`src/rtl/scsa_moddiv.sv`:
```
`timescale 1ns / 1ps
module scsa_moddiv (
   input  logic        clock,
   input  logic        reset,
   input  logic        start,
   input  logic [30:0] dividend,
   input  logic [4:0]  divisor,
   output logic        done,
   output logic [4:0]  rem
);
   logic        busy_ff, busy_in;
   logic        done_ff, done_in;
   logic [4:0]  cnt_ff, cnt_in;
   logic [30:0] sh_ff, sh_in;
   logic [4:0]  rem_ff, rem_in;
   logic [4:0]  div_ff, div_in;
   logic [5:0]  trial;

   // Restoring remainder, one dividend bit per cycle.
   always_comb begin
      busy_in = busy_ff;
      done_in = 1'b0;
      cnt_in  = cnt_ff;
      sh_in   = sh_ff;
      rem_in  = rem_ff;
      div_in  = div_ff;
      trial   = {rem_ff, sh_ff[30]};
      if (start) begin
         busy_in = 1'b1;
         cnt_in  = 5'd0;
         sh_in   = dividend;
         rem_in  = 5'd0;
         div_in  = divisor;
      end else if (busy_ff) begin
         if (trial >= {1'b0, div_ff}) begin
            rem_in = 5'(trial - {1'b0, div_ff});
         end else begin
            rem_in = 5'(trial);
         end
         sh_in  = {sh_ff[29:0], 1'b0};
         cnt_in = cnt_ff + 5'd1;
         if (cnt_ff == 5'd30) begin
            busy_in = 1'b0;
            done_in = 1'b1;
         end
      end
   end

   always_ff @(posedge clock) begin
      if (reset) begin
         busy_ff <= 1'b0;
         done_ff <= 1'b0;
      end else begin
         busy_ff <= busy_in;
         done_ff <= done_in;
      end
      cnt_ff <= cnt_in;
      sh_ff  <= sh_in;
      rem_ff <= rem_in;
      div_ff <= div_in;
   end

   assign done = done_ff;
   assign rem  = rem_ff;
endmodule

```
`config.mk`:
```
export PLATFORM = sky130hd
export DESIGN_NAME = scsa_moddiv
export DESIGN_NICKNAME = d
export VERILOG_FILES = /design/src/rtl/scsa_moddiv.sv
export SDC_FILE = /design/constraint.sdc
export NUM_CORES = 1
export LEC_CHECK = 0
export BUFFER_PORTS_ARGS = -buffer_cell sky130_fd_sc_hd__buf_4
export CORE_MARGIN = 2
export CORE_UTILIZATION = 49
export CTS_CLUSTER_SIZE = 30
export DETAILED_ROUTE_END_ITERATION = 7
export PLACE_DENSITY = 0.75
export SYNTH_ARGS = -nofsm -noshare
export SYNTH_HDL_FRONTEND = slang
export SYNTH_SLANG_ARGS = --single-unit
export TNS_END_PERCENT = 50
```
`constraint.sdc`:
```
create_clock -name clock -period 2.1 [get_ports clock]
set_clock_uncertainty 0.15 [all_clocks]
set_input_delay 0.315 -clock clock [delete_from_list [all_inputs] [get_ports clock]]
set_output_delay 0.315 -clock clock [all_outputs]
set_load 0.05 [all_outputs]
```
======== Word-level counts from Yosys, hierarchy flattened ========
Cells that the tools add are included.
operators by class
  eq/ne operators ......................... 1
  bitwise gates (word level) .............. 1
  add/subtract/negate cells ............... 2
  magnitude comparators ................... 1
  reduce and logical (&&, ||, !) cells .... 2
  muxes and demuxes ....................... 7
operators with widths
  kind                                                            number
  31-bit two-way mux                                              2
  6-bit by 5-bit >= comparator with 1-bit output                  1
  5-bit by 1-bit adder with 5-bit output (second input constant)  1
  5-bit == test (second input constant)                           1
  5-bit two-way mux                                               1
  5-bit subtractor                                                1
  1-bit two-way mux                                               4
  3-bit OR reduction                                              1
  2-bit nonzero test                                              1
  1-bit inverter                                                  1
word-level totals
  register bits ........................... 48
  input port bits ......................... 39
  logic and storage cells ................. 20
  output and inout bits ................... 6

======== Depth between registers and ports, before layout ========
  word-level depth ........................ 4
  mapped depth ............................ 8
  mapped depth without buffers ............ 8

======== Worst setup path after synthesis ========
Ideal clock, no wire load.
  path kind ............................... reg-to-reg
  start ................................... register rem_ff[0], in the netlist rem[0]
  end ..................................... register rem_ff[0], in the netlist rem[0]
  data arrival time ....................... 1,954 ps
  slack ................................... -83 ps
  setup time .............................. 79 ps
  data required time ...................... 1,871 ps
  period minus slack after synthesis ...... 2,183 ps
  cell stages (with the launch flop) ...... 6
  cells stage by stage .................... dfxtp_1 -> ha_1 -> a21oi_1 -> o221ai_4 -> mux2_4 -> a211oi_2
on the way
  longest elaborated chain between the ends .. 2
ends and longest elaborated chain
  element                                         line  text
  start: declaration                              15    logic [4:0] rem_ff, rem_in;
  start signal: assignment                        59    rem_ff <= rem_in;
  6-bit by 5-bit >= comparator with 1-bit output  35    if (trial >= {1'b0, div_ff}) begin
  5-bit two-way mux                               35
Every way passes these cells.
A chain may end at the register's enable or synchronous reset.

======== Worst setup path in the final report ========
  start ................................... register sh_ff[30]
  end ..................................... register rem_ff[0], in the netlist rem[0]
on the way
  longest elaborated chain between the ends .. 2
ends and longest elaborated chain
  element                                                                                    line    text
  start: declaration                                                                         14      logic [30:0] sh_ff, sh_in;
  start signal: assignment                                                                   58      sh_ff <= sh_in;
  5-bit subtractor / 6-bit by 5-bit >= comparator with 1-bit output (equally long branches)  36, 35
  5-bit two-way mux *                                                                        35
Every way passes the cells marked *; elsewhere a longest branch is shown, timed or not.

==> metrics.cfg <==
[run_status]
run_status = completed

[cells_and_area]
flow.area_growth_from_synthesis_pct = 24.57
drive_gt1_frac = 0.5000
layout.cells.most_common = buf_4
antenna_cells_inserted = 0
finish.net_count = 250
final_cell_mix = buf_4, edfxtp_1, mux2_2, nor2_1, dfxtp_1

[critical_path]
critPathLaunchType = flip-flop
endpoint_kind = flip-flop
crit_arrival_ns = 2.07
timing.setup.critical_path_class = flip-flop to flip-flop
rrSetupSlack_ns = 0.09
worst_ep_required_time_ns = 2.16
crit_fanout = 2

[synthesis]
syn_avg_cell_area_sq_um = 14.43
post_synthesis_adder_cell_area_fraction = 0.04937
synth_largest_type_area_fraction = 0.4960
synth_compound_area_frac = 0.05741
yosys-top-cells-area = edfxtp_1, mux2_2, dfxtp_1
synth-edff-count = 36
netlist_instances = 151
library_cell_occupying_the_most_area_in_the_post_synthesis_netlist = edfxtp_1
synth_simple_gate_area_frac = 0.05913
synthDistinctLibCells = 29
yosysWarnings = 0
synth_area_in_xor_xnor = 0.02813
synth_seq_cells = 48
synthMuxAreaShare = 0.1711
syn_nets = 198
main_combinational_cell_family_by_area_after_synthesis = multiplexers
synth_seq_area_share = 0.6062
syn_area_sq_um = 2180
ys_async_sr_fraction = 0
synthFlopType = edfxtp_1

[detailed_routing]
drc = 0
drt_pre_antenna_iters = 4
drt_iter0_markers = 54
detail_route.wirelength_microns = 3700
post_drt_wl_per_cell_microns = 14.45
ant_nets = 0
post_drt_via_cell_ratio = 5.238
routed-via-count = 1341

[placement]
hpwlAfterDp_microns = 2684
gpl.final_weighted_congestion = 0.8825
place.port_buffers = 44

[global_routing]
global_route.usage.total = 0.1581
grt-ovfl-total = 0
gr-usage-met3 = 0.04274
grt-busiest-layer = met2
first_global_vias = 1390
global_route.usage.met2 = 0.2721
grt_util_met1 = 0.1868
grt_start_max_net_pins = 32
number_of_antenna_violations_at_the_first_check_in_global_routing = 0
grt_first_pass_wirelength_microns = 6182

[sta]
max_freq_mhz = 496.9
totalNegativeSetupSlack_ns = 0
rsz_0062_raised_after_global_routing = yes
report.final.hold_viol_count = 0
setup_viol_count_final = 0
worst_slew_margin_rel = 0.7539
period_needed_ns = 2.012
slew_violations = 0
tightest_slew_ns = 0.3691
fin_crit_sh = 0.9583

[power_and_ir_drop]
comb_power_share = 0.186
fin_total_pwr_mw = 2.045
power_density_nw_per_um2 = 753.2
power_leakage_nw = 1.078
internal_power_mw = 1.557
clockPowerShare = 0.249
vdd_ir_drop_max_v = 0.0004249
p_switching_uw = 488.1
power.switching_fraction = 0.2387
seqPwrFrac = 0.565

[hold_path]
min_path_type = input port to flip-flop

[floorplan]
core_area_sq_um = 4324
die_h_microns = 70.70
chipWidth_microns = 70.70
ios = 45
die_area_sq_um = 4998
floorplan.initialDensity = 0.5041
row_count = 24

[clock_tree]
tritoncts = yes
clock_path_buffers = 2
clk_latency_ns = 0.29
cts_num_sinks = 48
clk_transition_reported_paths_ns = 0.07
clock-root-buffer = clkbuf_8
tritoncts.num_buffers = 5
htreeDepth = 2

[flow_run]
max_cap_violations = 0

==> metal layers <==
layer | vias up | part of all wire
li1 | 653 | -
met4 | 0 | 0.016
met3 | 6 | 0.046
met1 | 648 | 0.40
met5 | - | 0
met2 | 34 | 0.54
==> stage by stage <==
step	util	area (sq um)	cells	hold WS, ns	setup WS [ns]
6_report	0.6279	2715	256	0.04570	0.08755
5_1_grt	0.6279	2715	256	0.03759	-0.002639
4_1_cts	0.6233	2695	256	0.03570	0.001720
3_5_place_dp	0.6007	2597	247	0.3296	-0.1136
3_3_place_gp	0.6007	2597	247	0.3194	0.01311
2_1_floorplan	-	2186	151	0.2374	0.01872
==> logic make-up (layout without fill, tap and decap cells) <==
group           after synthesis  after routing
mux                          33             33
buf+inv                      15             68
fa+ha+maj                     8              8
flops                        48             48
compound gates               13             13
simple gates                 27             27
xor+xnor                      7              7
==> power by group through the flow <==
stage / Combinational [mW] / Clock [mW] / Sequential, mW
after detailed placement: 0.358 / 0 / 1.18
after floorplan: 0.215 / 0 / 1.19
after global placement: 0.346 / 0 / 1.17
final: 0.380 / 0.509 / 1.16
after global routing: 0.414 / 0.568 / 1.17
after CTS: 0.369 / 0.531 / 1.16
==> Yosys cell counts (2+ instances only) <==
cell / instances
edfxtp_1: 36
mux2_2: 30
dfxtp_1: 12
nor2_1: 10
inv_1: 9
ha_1: 7
nand2_1: 7
buf_2: 5
xor2_1: 4
a21oi_1: 3
nand4_1: 3
o21ai_0: 3
xnor2_1: 3
a211oi_2: 2
mux2i_1: 2
o2bb2a_1: 2
==> repair_timing <==
item,4_1_cts,5_1_grt
buffers inserted,1,0
endpoints found under the setup margin,4,5
hold buffers,0,0
gates resized for setup,4,7
pin swaps,2,4
==> critical path: stages, from the launching register on <==
cell and delay [ns]:
edfxtp_1 0.39, inv_2 0.09, ha_4 0.13, inv_2 0.04, fa_2 0.36, a21oi_4 0.15
o221ai_4 0.14, mux2_4 0.33, a211oi_2 0.16
==> area by class of cell <==
cell class	count	area, sq um
fill	369	1609
sequential	48	1324
multi-input combinational	88	824.5
timing repair buffer	51	386.6
clock buffer	7	76.32
tap	52	65.06
inverter	9	33.78
clock inverter	1	5.005
==> state kept, by name (all words and copies together) (netlist names) <==
name and flops:
cnt_ff 5, done 1, div_ff 5, sh_ff 31, rem 5, busy_ff 1
==> final timing paths <==
path | from | to | cells past startpoint
setup / recovery | sh_ff[30] | rem[0] | 8
hold / removal | reset | busy_ff | 2
setup reg to reg | sh_ff[30] | rem[0] | 8
hold reg to reg | rem[2] | rem[2] | 2
No activity file was read; power rests on OpenSTA's default activity.
