### src/rtl/scsa_satadd.sv
`timescale 1ns / 1ps
module scsa_satadd (
   input  logic [31:0] acc,
   input  logic [31:0] addend,
   output logic [31:0] sum,
   output logic        sat
);
   logic [32:0] wide;

   always_comb begin
      wide = {acc[31], acc} + {addend[31], addend};
      sat  = wide[32] != wide[31];
      if (sat) begin
         sum = wide[32] ? 32'h8000_0000 : 32'h7FFF_FFFF;
      end else begin
         sum = wide[31:0];
      end
   end
endmodule

### config.mk
export PLATFORM = sky130hd
export DESIGN_NAME = scsa_satadd
export DESIGN_NICKNAME = d
export VERILOG_FILES = /design/src/rtl/scsa_satadd.sv
export SDC_FILE = /design/constraint.sdc
export NUM_CORES = 1
export LEC_CHECK = 0
export BUFFER_PORTS_ARGS = -buffer_cell sky130_fd_sc_hd__buf_2
export CORE_MARGIN = 2
export CORE_UTILIZATION = 40
export DETAILED_ROUTE_END_ITERATION = 8
export PLACE_DENSITY = 0.72
export SYNTH_ARGS = -nofsm -noshare
export SYNTH_HDL_FRONTEND = slang
export SYNTH_SLANG_ARGS = --single-unit
### constraint.sdc
create_clock -name vclk -period 4
set_input_delay 0.8 -clock vclk [all_inputs]
set_output_delay 0.8 -clock vclk [all_outputs]
set_load 0.02 [all_outputs]
# ---- After elaboration in Yosys (flattened, before gate mapping)
# Index checks and enable logic that the tools add are counted.
dict set report totals {
  regBits 0
  inputBits 64
  word_cells 4
}
dict set report classes {
  add_sub_neg 1
  n_eq_ne 1
  n_mux 2
}
# cell n
set ops {}
lappend ops {{32-bit 2-to-1 mux} 2}
lappend ops {{32-bit by 32-bit adder with 33-bit output} 1}
lappend ops {{1-bit inequality test} 1}

# ---- Logic depth before layout (Yosys ltp)
# Gate-level depths: netlist of run 1.
dict set report depth {
  depth_word 3
  depth_mapped 13
  depth_no_buf 12
}

# ---- Worst setup path before layout of run 1
# No wires, ideal clock.
dict set report synth_path {
  path_kind {in2out}
  from {input port acc[0]}
  to {output port sum[23]}
  arrival_ps 3268
  cell_stages 13
  slack_ps -68
  required_ps 3200
  path_cell_list {ha_1 -> fa_1 -> a211oi_1 -> o21ai_2 -> o211a_1 -> o211a_1 -> o21a_1 -> nor2_2 -> nor2_1 -> inv_2 -> a311oi_2 -> buf_6 -> a31o_1}
}
dict set report synth_between {
  elab_chain_cells 3
  word_cells_on_any_way 4
  classes_between {add/sub (1); eq/ne (1); mux (2)}
}
# element line
set synth_rtl {}
lappend synth_rtl {{from (decl)} 3} ;# input logic [31:0] acc,
lappend synth_rtl {{32-bit by 32-bit adder with 33-bit output (*)} 11} ;# wide = {acc[31], acc} + {addend[31], addend};
lappend synth_rtl {{32-bit 2-to-1 mux / 1-bit inequality test (equally long branches)} {14, 12}}
lappend synth_rtl {{32-bit 2-to-1 mux (*)} 13} ;# if (sat) begin
lappend synth_rtl {{to (decl)} 5} ;# output logic [31:0] sum,
# Mark *: on every way between the ends. The rest lies on a longest branch, timed or not.

# ---- Final worst setup path of run 1
dict set report layout_path {
  from {input port acc[0]}
  to {output port sum[1]}
}
# The elaborated chain is that of the path after synthesis.

==> results of run 1 <==
## final cells by class
class | count | area [µm²] | share of cell area (%)
Timing Repair Buffer | 168 | 1240 | 35.52
Multi-Input combinational cell | 272 | 2133 | 61.11
Inverter | 8 | 30.03 | 0.8602
Tap cell | 70 | 87.58 | 2.509
## layer usage
| layer | vias up | share of wire, % | global-route usage, % | wire length [µm] |
|---|---|---|---|---|
| li1 | 1420 | - | - | - |
| met4 | 0 | 3.5 | 7.273 | 267 |
| met1 | 1317 | 42 | 30.75 | 3243 |
| met5 | - | 0 | 0 | 0 |
| met2 | 118 | 50 | 42.74 | 3811 |
| met3 | 30 | 4.7 | 1.896 | 360 |
## cells by family (layout without fill, tap and decap cells)
| kind of cell | count (synthesis) | count (layout) | synth area share (%) |
|---|---|---|---|
| compound gates | 135 | 135 | 46.24 |
| mux | 1 | 1 | 0.6570 |
| buf+inv | 18 | 176 | 4.181 |
| xor+xnor | 27 | 27 | 11.65 |
| fa+ha+maj | 34 | 34 | 20.55 |
| simple gates | 75 | 75 | 16.73 |
## worst max-delay path: stages
cell,delay [ns]
buf_6,0.10
ha_4,0.15
fa_2,0.34
a211oi_2,0.26
o21ai_2,0.10
o211a_1,0.24
o211a_1,0.23
o21a_1,0.18
nor2_2,0.15
nor2_2,0.06
inv_2,0.09
a311oi_4,0.06
buf_6,0.16
buf_12,0.13
o21a_1,0.20
buf_6,0.14
## power groups by stage
stage / Combinational (mW) / Clock [mW] / Sequential (mW)
after global routing: 0.980 / 0 / 0
after CTS: 0.865 / 0 / 0
after detailed placement: 0.755 / 0 / 0
after global placement: 0.747 / 0 / 0
after floorplan: 0.485 / 0 / 0
final: 0.919 / 0 / 0
## cell usage in the layout (no fill, tap or decap), types with 2 or more instances in the layout
| cell type | n |
|---|---|
| a211oi_2 | 2 |
| o21ai_2 | 3 |
| o21ai_0 | 8 |
| a31oi_1 | 2 |
| nor2_2 | 3 |
| nand2_1 | 21 |
| a41o_1 | 2 |
| nand2b_1 | 3 |
| o211ai_1 | 5 |
| o211a_1 | 2 |
| nor2_1 | 22 |
| a21oi_1 | 29 |
| o21ai_1 | 4 |
| a21oi_2 | 2 |
| nand4_1 | 3 |
| a41oi_1 | 2 |
| nor3_1 | 4 |
| buf_12 | 3 |
| xnor2_1 | 15 |
| buf_4 | 66 |
| a21o_1 | 42 |
| buf_2 | 71 |
| o21bai_1 | 4 |
| inv_2 | 3 |
| nand2_2 | 2 |
| a31o_1 | 2 |
| ha_4 | 3 |
| o21a_1 | 7 |
| a21boi_0 | 2 |
| ha_1 | 29 |
| nand3_1 | 8 |
| a211oi_1 | 2 |
| buf_6 | 27 |
| inv_1 | 4 |
| a211o_1 | 4 |
| xor2_1 | 11 |
| and2_1 | 2 |
## path summary, 6_finish.rpt
kind / from / to / slack [ns] / cells past startpoint
max: acc[0] / sum[1] / -0.20 / 16
min: acc[0] / sum[0] / 2.05 / 4
## timing repair
action | in CTS | in global routing
buffers inserted | 9 | 4
pin swaps | 17 | 15
setup endpoints to repair | 31 | 32
resized for setup | 48 | 21
gates cloned | 1 | 1
## per-stage QoR
| step | hold slack (ns) | TNS [ns] | cell area [µm²] | setup WS (ns) | utilization (%) |
|---|---|---|---|---|---|
| after global routing | 2.075 | -6.036 | 3491 | -0.2706 | 68.79 |
| after detailed placement | 2.060 | -5.099 | 3094 | -0.1945 | 60.97 |
| after global placement | 2.035 | -1.970 | 3094 | -0.08538 | 60.97 |
| after CTS | 2.024 | -1.941 | 3367 | -0.1063 | 66.35 |
| after floorplan | 1.917 | 0 | 2102 | 0.04178 | - |
| final | 2.048 | -3.409 | 3491 | -0.2008 | 68.79 |
## synthesized netlist by cell type (3+ instances only)
master    count  share of area [%]
nor3_1        5                1.2
a211oi_1      3                1.1
clkbuf_1      3               0.54
xnor2_1      15                6.3
nand3_1       8                1.9
a211o_1       4                1.7
nor2_1       24                4.3
nand2b_1      3               0.90
ha_1         32                 19
xor2_1       11                4.6
o21a_1        7                2.5
a21oi_1      30                7.2
nand2_1      22                3.9
o21ai_1       5                1.2
o211ai_1      5                1.8
inv_1         4               0.72
o21ai_0       8                1.9
nand4_1       3               0.90
inv_2         3               0.54
buf_2         4               0.96
a21o_1       42                 15
o21bai_1      4                1.4
==> run summary, run 1 <==
outcome = complete, but fails checks
failing checks = setup timing
Ant. Diodes = 0
Hold-fix buffers, CTS = 0
Syn Std Cell Area = 0.002095 mm²
Final Worst Setup Slack = -0.2008 ns
Reg area = 0 µm²
Yosys warning total = 0
net switching power = 0.4640 mW
Finish-stage setup viols = 30
Seq cells = 0
pwr/cell area = 263.4 mW/mm²
Max-slew headroom = 73.76%
largest net degree at the start of global routing = 17
Area Growth Syn to Fin = 66.67%
Non-Filler Instances = 518
crit start category = input pin
routed vias = 2885
Clk pwr share = 0%
worst vdd ir = 0.0002151 V
global-route wire length before repair = 12100 µm
# nets final = 547
TritonRoute pass-1 iters = 4
Reg power frac = 0%
Via density = 5.569
Worst Hold Class = input pin to output pin
initial antenna violation count = 0
logic gate share of total power = 100.0%
leakage power = 1.839 nW
register area share after synthesis = 0%
Worst setup EP type = output pin
Chip Height = 76.36 µm
Worst Path Arrival = 3.40 ns
# DRC = 0
CP required = 3.20 ns
DP HPWL = 5650 µm
Gate Count Post-Synth = 290
placed cell count = 504
WL/cell = 14.83 µm
share of layout cells above drive strength 1 = 44.64%
syn_area_per_cell = 7.222 µm²
CLK BUF = 0
Int Power = 0.4554 mW
IO buf count = 97
worst-path fanout max = 8
min Tclk post-route = 4.201 ns
fin crit share = 105.0%
critical path class = input pin to output pin
GPL Wtd Cong = 0.9026
routed wire length = 7683 µm
Final ANT Viol Nets = 0
row cnt = 26
Unique masters post-synth = 56
RSZ-0062 raised after global routing = true
final hold violation count = 0
Core Box Area = 0.005075 mm²
GR Util All Layers = 24.03%
Die Footprint = 0.005831 mm²
number of fill cells = 415
worst slew pin tran = 0.3837 ns
Starting Density = 41.27%
Die X = 76.36 µm
Iter 0 DRT Violations = 124
Sw Share = 50.47%
max cap viols = 0
num ports = 97
Power, Total = 0.9194 mW
vias in the first global route = 2726
Synth Net Count = 387
pins over their slew limit = 0
fmax = 238.1 MHz
grt ovf = 0
Power figures use the tool's default switching activity.
==> run 2: changes to the inputs <==
Settings changed: BUFFER_PORTS_ARGS -buffer_cell sky130_fd_sc_hd__buf_2 to unset, CORE_MARGIN 2 to 5, DONT_BUFFER_PORTS set to 1, PLACE_DENSITY 0.72 to 0.55.
==> run summary, run 2 (synthesis results as in run 1) <==
GPL Wtd Cong = 0.8079
critical path class = input pin to output pin
CLK BUF = 0
Die X = 82.36 µm
# nets final = 420
Worst Path Arrival = 3.15 ns
placed cell count = 378
fin util = 54.19%
Ant. Diodes = 0
row cnt = 26
worst vdd ir = 0.0001307 V
num ports = 97
Place WS = -0.004745 ns
GR Util All Layers = 17.07%
pwr/cell area = 270.0 mW/mm²
setup TNS = 0 ns
worst slew pin tran = 0.4368 ns
pins over their slew limit = 0
TritonRoute pass-1 iters = 5
min Tclk post-route = 3.954 ns
# DRC = 0
Top Family by Delay on Critical Path = compound AO/OA/AOI/OAI gates
Die Footprint = 0.006783 mm²
Final ANT Viol Nets = 0
IO buf count = 0
final hold slack = 1.879 ns
Via density = 5.841
slowest library cell on the worst path = fa_2
Non-Filler Instances = 391
Chip Height = 82.36 µm
Iter 0 DRT Violations = 123
Starting Density = 41.01%
crit start category = input pin
Final Worst Setup Slack = 0.04560 ns
routed wire length = 6486 µm
most common cell after layout, fill and taps aside = buf_4
Worst Hold Class = input pin to output pin
Max-slew headroom = 70.82%
CP required = 3.20 ns
Buf/Inv on CP = 3
final hold violation count = 0
Worst setup EP type = output pin
worst-path fanout max = 6
routed vias = 2284
max cap viols = 0
Core Box Area = 0.005107 mm²
DP HPWL = 5126 µm
commonest cells after routing, fill and taps aside = buf_4, a21oi_1, ha_1, a21o_1, nor2_1
Reg area = 0 µm²
share of layout cells above drive strength 1 = 30.84%
crit-path cells = ha_4 -> fa_2 -> a211oi_2 -> o21ai_2 -> o211a_1 -> o211a_1 -> o21a_1 -> nor2_4 -> nor2_4 -> inv_2 -> a311oi_4 -> buf_4 -> buf_6 -> o21a_4
RSZ-0062 raised after global routing = true
number of fill cells = 534
Critical Path Max Stage Delay = 0.39 ns
Seq cells = 0
outcome = finished, final reports clean
fin crit share = 98.86%
Hold-fix buffers, CTS = 0
largest net degree at the start of global routing = 19
leakage power = 1.257 nW
grt ovf = 0
initial antenna violation count = 0
global-route wire length before repair = 9653 µm
WL/cell = 16.59 µm
Area Growth Syn to Fin = 32.14%
Finish-stage setup viols = 0
vias in the first global route = 2198
fmax = 252.9 MHz
==> run 2: worst paths after layout <==
check / from / to / slack (ns) / cells past startpoint
setup / recovery: acc[0] / sum[2] / 0.05 / 14
hold / removal: addend[0] / sum[0] / 1.88 / 2
==> run 2: power by group <==
group	internal [mW]	leakage [nW]	switching, mW
Combinational	0.328	1.26	0.419
Sequential	0	0	0
Clock	0	0	0
Total	0.328	1.26	0.419
==> run 2: what timing repair did <==
item | CTS | global route
pin swaps | 1 | 18
buffers inserted | 0 | 9
resized for setup | 1 | 60
cloned | 0 | 4
setup endpoints to repair | 1 | 31
==> run 2: layer usage <==
layer | wire (µm) | track usage [%] | vias up | share of wire [%]
li1 | - | - | 1162 | -
met4 | 34 | 0.6645 | 0 | 0.52
met2 | 3235 | 30.53 | 68 | 50
met5 | 0 | 0 | - | 0
met3 | 252 | 0.8677 | 2 | 3.9
met1 | 2964 | 23.56 | 1052 | 46
==> run 2: final cells by class <==
| cell class | instances | area (µm²) | share of cell area (%) |
|---|---|---|---|
| Multi-Input combinational cell | 272 | 2285 | 82.55 |
| Timing Repair Buffer | 41 | 365.4 | 13.20 |
| Tap cell | 70 | 87.58 | 3.165 |
| Inverter | 8 | 30.03 | 1.085 |
==> run 2: metrics by stage <==
stage / cell area [µm²] / power (mW)
finish: 2768 / 0.7474
global route: 2768 / 0.8050
CTS: 2355 / 0.6047
detailed placement: 2354 / 0.6009
global placement: 2354 / 0.5979
floorplan: 2102 / 0.4846
